==> src/hdl/alil_pkg.sv <==
// Shared types and constants for the arc-length inverse lookup.
`default_nettype none
package alil_pkg;

	typedef struct packed {
		logic        req_type;
		logic [7:0]  entry_index;
		logic [30:0] entry_arc_length;
		logic [23:0] entry_parameter;
		logic signed [31:0] query_distance;
	} req_t;

	typedef struct packed {
		logic [23:0] curve_parameter;
		logic [2:0]  lookup_status;
	} res_t;

	typedef enum logic [1:0] {
		CL_WRITE,
		CL_EMPTY,
		CL_LOW,
		CL_SEARCH
	} cls_t;

	typedef struct packed {
		cls_t cls;
		req_t req;
	} qitem_t;

	localparam logic REQ_WRITE = 1'b0;

	localparam logic [2:0] ST_INTERP = 3'd0;
	localparam logic [2:0] ST_LOW    = 3'd1;
	localparam logic [2:0] ST_HIGH   = 3'd2;
	localparam logic [2:0] ST_EMPTY  = 3'd3;
	localparam logic [2:0] ST_WRITE  = 3'd4;

	localparam int ARC_W = 31;
	localparam int PAR_W = 24;
	localparam int QUO_W = 24;

endpackage
`default_nettype wire

==> src/hdl/alil_front.sv <==
// Front end: takes requests, classifies them and queues them for the back end.
`default_nettype none
module alil_front import alil_pkg::*; (
	input  wire logic   clk,
	input  wire logic   arst_n,
	input  wire logic   start,
	output logic        busy,
	input  wire req_t   req,
	input  wire logic   tbl_empty,
	output logic        q_valid,
	output qitem_t      q_item,
	input  wire logic   q_pop
);
	qitem_t     mem_q [2];
	logic       wr_ptr_q;
	logic       rd_ptr_q;
	logic [1:0] count_q;
	logic       push;
	cls_t       cls;

	always_comb begin
		if (req.req_type == REQ_WRITE) begin
			cls = CL_WRITE;
		end else if (tbl_empty) begin
			cls = CL_EMPTY;
		end else if (req.query_distance[31] || req.query_distance == 32'sd0) begin
			cls = CL_LOW;
		end else begin
			cls = CL_SEARCH;
		end
	end

	assign busy    = (count_q == 2'd2);
	assign push    = start && !busy;
	assign q_valid = (count_q != 2'd0);
	assign q_item  = mem_q[rd_ptr_q];

	always_ff @(posedge clk) begin
		if (push) begin
			mem_q[wr_ptr_q] <= '{cls: cls, req: req};
		end
	end

	always_ff @(posedge clk or negedge arst_n) begin
		if (!arst_n) begin
			wr_ptr_q <= 1'b0;
			rd_ptr_q <= 1'b0;
			count_q  <= 2'd0;
		end else begin
			if (push) begin
				wr_ptr_q <= !wr_ptr_q;
			end
			if (q_pop) begin
				rd_ptr_q <= !rd_ptr_q;
			end
			count_q <= count_q + 2'(push) - 2'(q_pop);
		end
	end

	a_count_max: assert property (@(posedge clk) disable iff (!arst_n) count_q <= 2'd2)
		else $error("queue overfilled");
	a_pop_nonempty: assert property (@(posedge clk) disable iff (!arst_n)
		q_pop |-> count_q != 2'd0)
		else $error("pop from empty queue");
	a_full_blocks: assert property (@(posedge clk) disable iff (!arst_n)
		(count_q == 2'd2 && !q_pop) |=> count_q == 2'd2)
		else $error("full queue changed without pop");
endmodule
`default_nettype wire

==> config.mk <==
export PLATFORM = sky130hd
export DESIGN_NAME = alil_front
export DESIGN_NICKNAME = d
export VERILOG_FILES = /design/src/hdl/alil_pkg.sv /design/src/hdl/alil_front.sv
export SDC_FILE = /design/constraint.sdc
export NUM_CORES = 1
export LEC_CHECK = 0
export ABC_AREA = 1
export BUFFER_PORTS_ARGS = -buffer_cell sky130_fd_sc_hd__buf_2
export CORE_ASPECT_RATIO = 0.7
export CORE_MARGIN = 2
export CORE_UTILIZATION = 50
export CTS_CLUSTER_DIAMETER = 80
export CTS_CLUSTER_SIZE = 12
export DETAILED_ROUTE_END_ITERATION = 7
export GPL_TIMING_DRIVEN = 0
export PLACE_DENSITY = 0.75
export SLEW_MARGIN = 5
export SYNTH_ARGS = -nofsm -noshare
export SYNTH_HDL_FRONTEND = slang
export SYNTH_SLANG_ARGS = --single-unit
==> constraint.sdc <==
create_clock -name clk -period 16.55 [get_ports clk]
set_input_delay 2.4825 -clock clk [delete_from_list [all_inputs] [get_ports clk]]
set_output_delay 2.4825 -clock clk [all_outputs]
set_load 0.005 [all_outputs]
==> impl_metrics.tcl <==
set metrics [dict create \
    status "completed" \
    post_cts_resize_count 0 \
    min_period_over_period_pct 25.4 \
    via_per_inst 4.90 \
    r2r_start "count_q[1]" \
    syn_area_um2 7440 \
    cts_buffers 17 \
    initial_core_util_pct 50.8 \
    placed_cells 760 \
    core_area_um2 14600 \
    clockBufferDepth 2 \
    path_clk_slew_ns 0.06 \
    yosys_warnings 0 \
    die_h_um 106 \
    worstPathMaxFanout 10 \
    clock_latency_ns 0.42 \
    worst_setup_path_end_kind "primary output" \
    num_rows 37 \
    rsz0062_at_grt "no" \
    cts_tree "built" \
    critPathSlowestCell "dfrtp_1" \
    htree_levels 4 \
    synth-seq-area-share_pct 80.5 \
    synth_fp_nets 462 \
    antenna_found_initial 1 \
    max_stage_delay_ns 0.34 \
    post_cts.repair.setup_buffers 0 \
    instances_no_fill 792 \
    p_leak_nw 3.57 \
    worstSetupStartpointType "flop" \
    drive_above_1_share_pct 57.9 \
    post_synth_num_cell_types 16 \
    placed_area_um2 8820 \
    gp_congestion 0.763 \
    grt_max_degree 35 \
    cts-root-buf "clkbuf_16" \
    grt_pass1_vias 4040 \
    crit_family "buffers and inverters" \
    fin_util_pct 64.1 \
    final_area_um2 9380 \
    drc 0 \
    ys_top_cells_by_area "edfxtp_1 79%, mux2_2 13%, mux2_4 2.0%" \
    met2_usage_pct 28.2 \
    grt_most_used_layer "met2" \
    slew_headroom_pct 63.5 \
    crit_type "flop to primary output" \
    cp-endpoint "q_item[81]" \
    grt_util_met1_pct 22.0 \
    hold_path_depth 1 \
    grt.met3_usage_pct 6.78 \
    detail-route-antenna-nets 0 \
    hold_buffers 0 \
    cpMostUsedCell "buf_6" \
    clkSinkCount 200 \
    critPathLaunch "rd_ptr_q" \
    cap_violations 0 \
    synth.top_cell.area_share_pct 79.2 \
    crit_chain "buf_6 -> buf_6 -> buf_6 -> mux2_4 -> buf_2" \
    hold_ws_ns 0.586 \
    ios 201 \
    drtIter0Drc 211 \
    ys_ff_latch 200 \
    final-setup-viol-count 0 \
    crit_cells 5 \
    slew_violations 0 \
    layout_common_cells "208 x buf_2, 196 x edfxtp_1, 88 x mux2_2" \
    worstPathRequired_ns 14.07 \
    fmax_ghz 0.238 \
    grtUsageTotal_pct 17.7 \
    hp-class "flop to flop" \
    final_common_cell "buf_2" \
    postSynthCellCount 359 \
    port_buffers 200 \
    routed_wl_mm 13.8 \
    hold_violations 0 \
    skew_ns 0.00923 \
    layout.nets 687 \
    ff2ff_path_depth 5 \
    synth.avg_cell_area_um2 20.7 \
    fillerInstances 1060 \
    firstDrtPassIters 4 \
    wl_per_cell_um 17.4 \
    yosysTopAreaCell "edfxtp_1" \
    vias 3877 \
    die_x_um 150 \
    grt_pass1_wl_mm 20.6 \
    p_per_area_nw_per_um2 168 \
    dp.final_hpwl_mm 9.57 \
    grt_overflow 0 \
    crit_arrival_ns 1.72 \
    crit_buf_inv 4 \
    tightest_slew_ns 0.546 \
    peakVddDrop_uv 83.0 \
    ff2ff_setup_slack_ns 14.67 \
    fin_crit_ns 4.20 \
    die_area_um2 15900 \
    syn_to_final_growth_pct 26.2 \
    timing.setup.tns_ns 0 \
    r2r-end "mem_q[1][52]" \
]
[cell type report]
cell class	instances	area [um^2]	area share (%)
plain buffers	11	73.8	0.787
multi-input cells	142	1370	14.6
well taps	195	244	2.60
repair buffers	206	1130	12.0
diodes	1	2.50	0.0267
inverters	6	22.5	0.240
clock inverters	12	124	1.32
clock buffers	19	433	4.61
flip-flops and latches	200	5990	63.8
[how the worst min path moves through the flow]
| stage | start | to |
|---|---|---|
| 5_1_grt | count_q[0] | count_q[0] |
| 3_3_place_gp | wr_ptr_q | wr_ptr_q |
| 3_5_place_dp | count_q[0] | count_q[0] |
| 2_1_floorplan | wr_ptr_q | wr_ptr_q |
| 4_1_cts | count_q[0] | count_q[0] |
| 6_report | count_q[0] | count_q[0] |
[sequential cells by signal, summed over array words and instances (netlist names)]
signal	flops
count_q	2
mem_q	196
rd_ptr_q	1
wr_ptr_q	1
[cells by family after synthesis]
logic type      count (synthesis)  synth area share, %
flops                         200                 80.5
mux                            98                 15.3
simple gates                   35                 1.80
buf+inv                        17                 1.30
xor+xnor                        4                0.471
compound gates                  3                0.252
fa+ha+maj                       2                0.336
[per-layer routing]
metal  vias up  wire length [um]
met1      1888              5770
li1       1836                 -
met2       138              6610
met5         -                 0
met3        15              1240
met4         0               192
[power breakdown]
part           switching, mW  total (mW)  internal (mW)
combinational          0.228       0.467          0.239
clock                  0.169       0.390          0.221
sequential            0.0253       0.716          0.691
total                  0.422        1.57           1.15
[Yosys cell counts]
cell type and n:
buf_6 3, nand2_1 10, edfxtp_1 196, ha_1 2
buf_2 8, xnor2_1 2, nor2_1 24, or2_2 1
inv_1 6, o21ai_0 1, mux2_2 88, dfrtp_1 4
o21ai_2 1, mux2_4 10, a21oi_1 1, xor2_1 2
[per-stage QoR]
stage / setup slack (ns) / power, mW
after detailed placement: 12.58 / 1.20
after CTS: 12.29 / 1.59
after global placement: 7.33 / 1.19
after floorplan: 9.35 / 1.01
final: 12.35 / 1.57
after global routing: 12.23 / 1.65
Power figures use the tool's default switching activity.
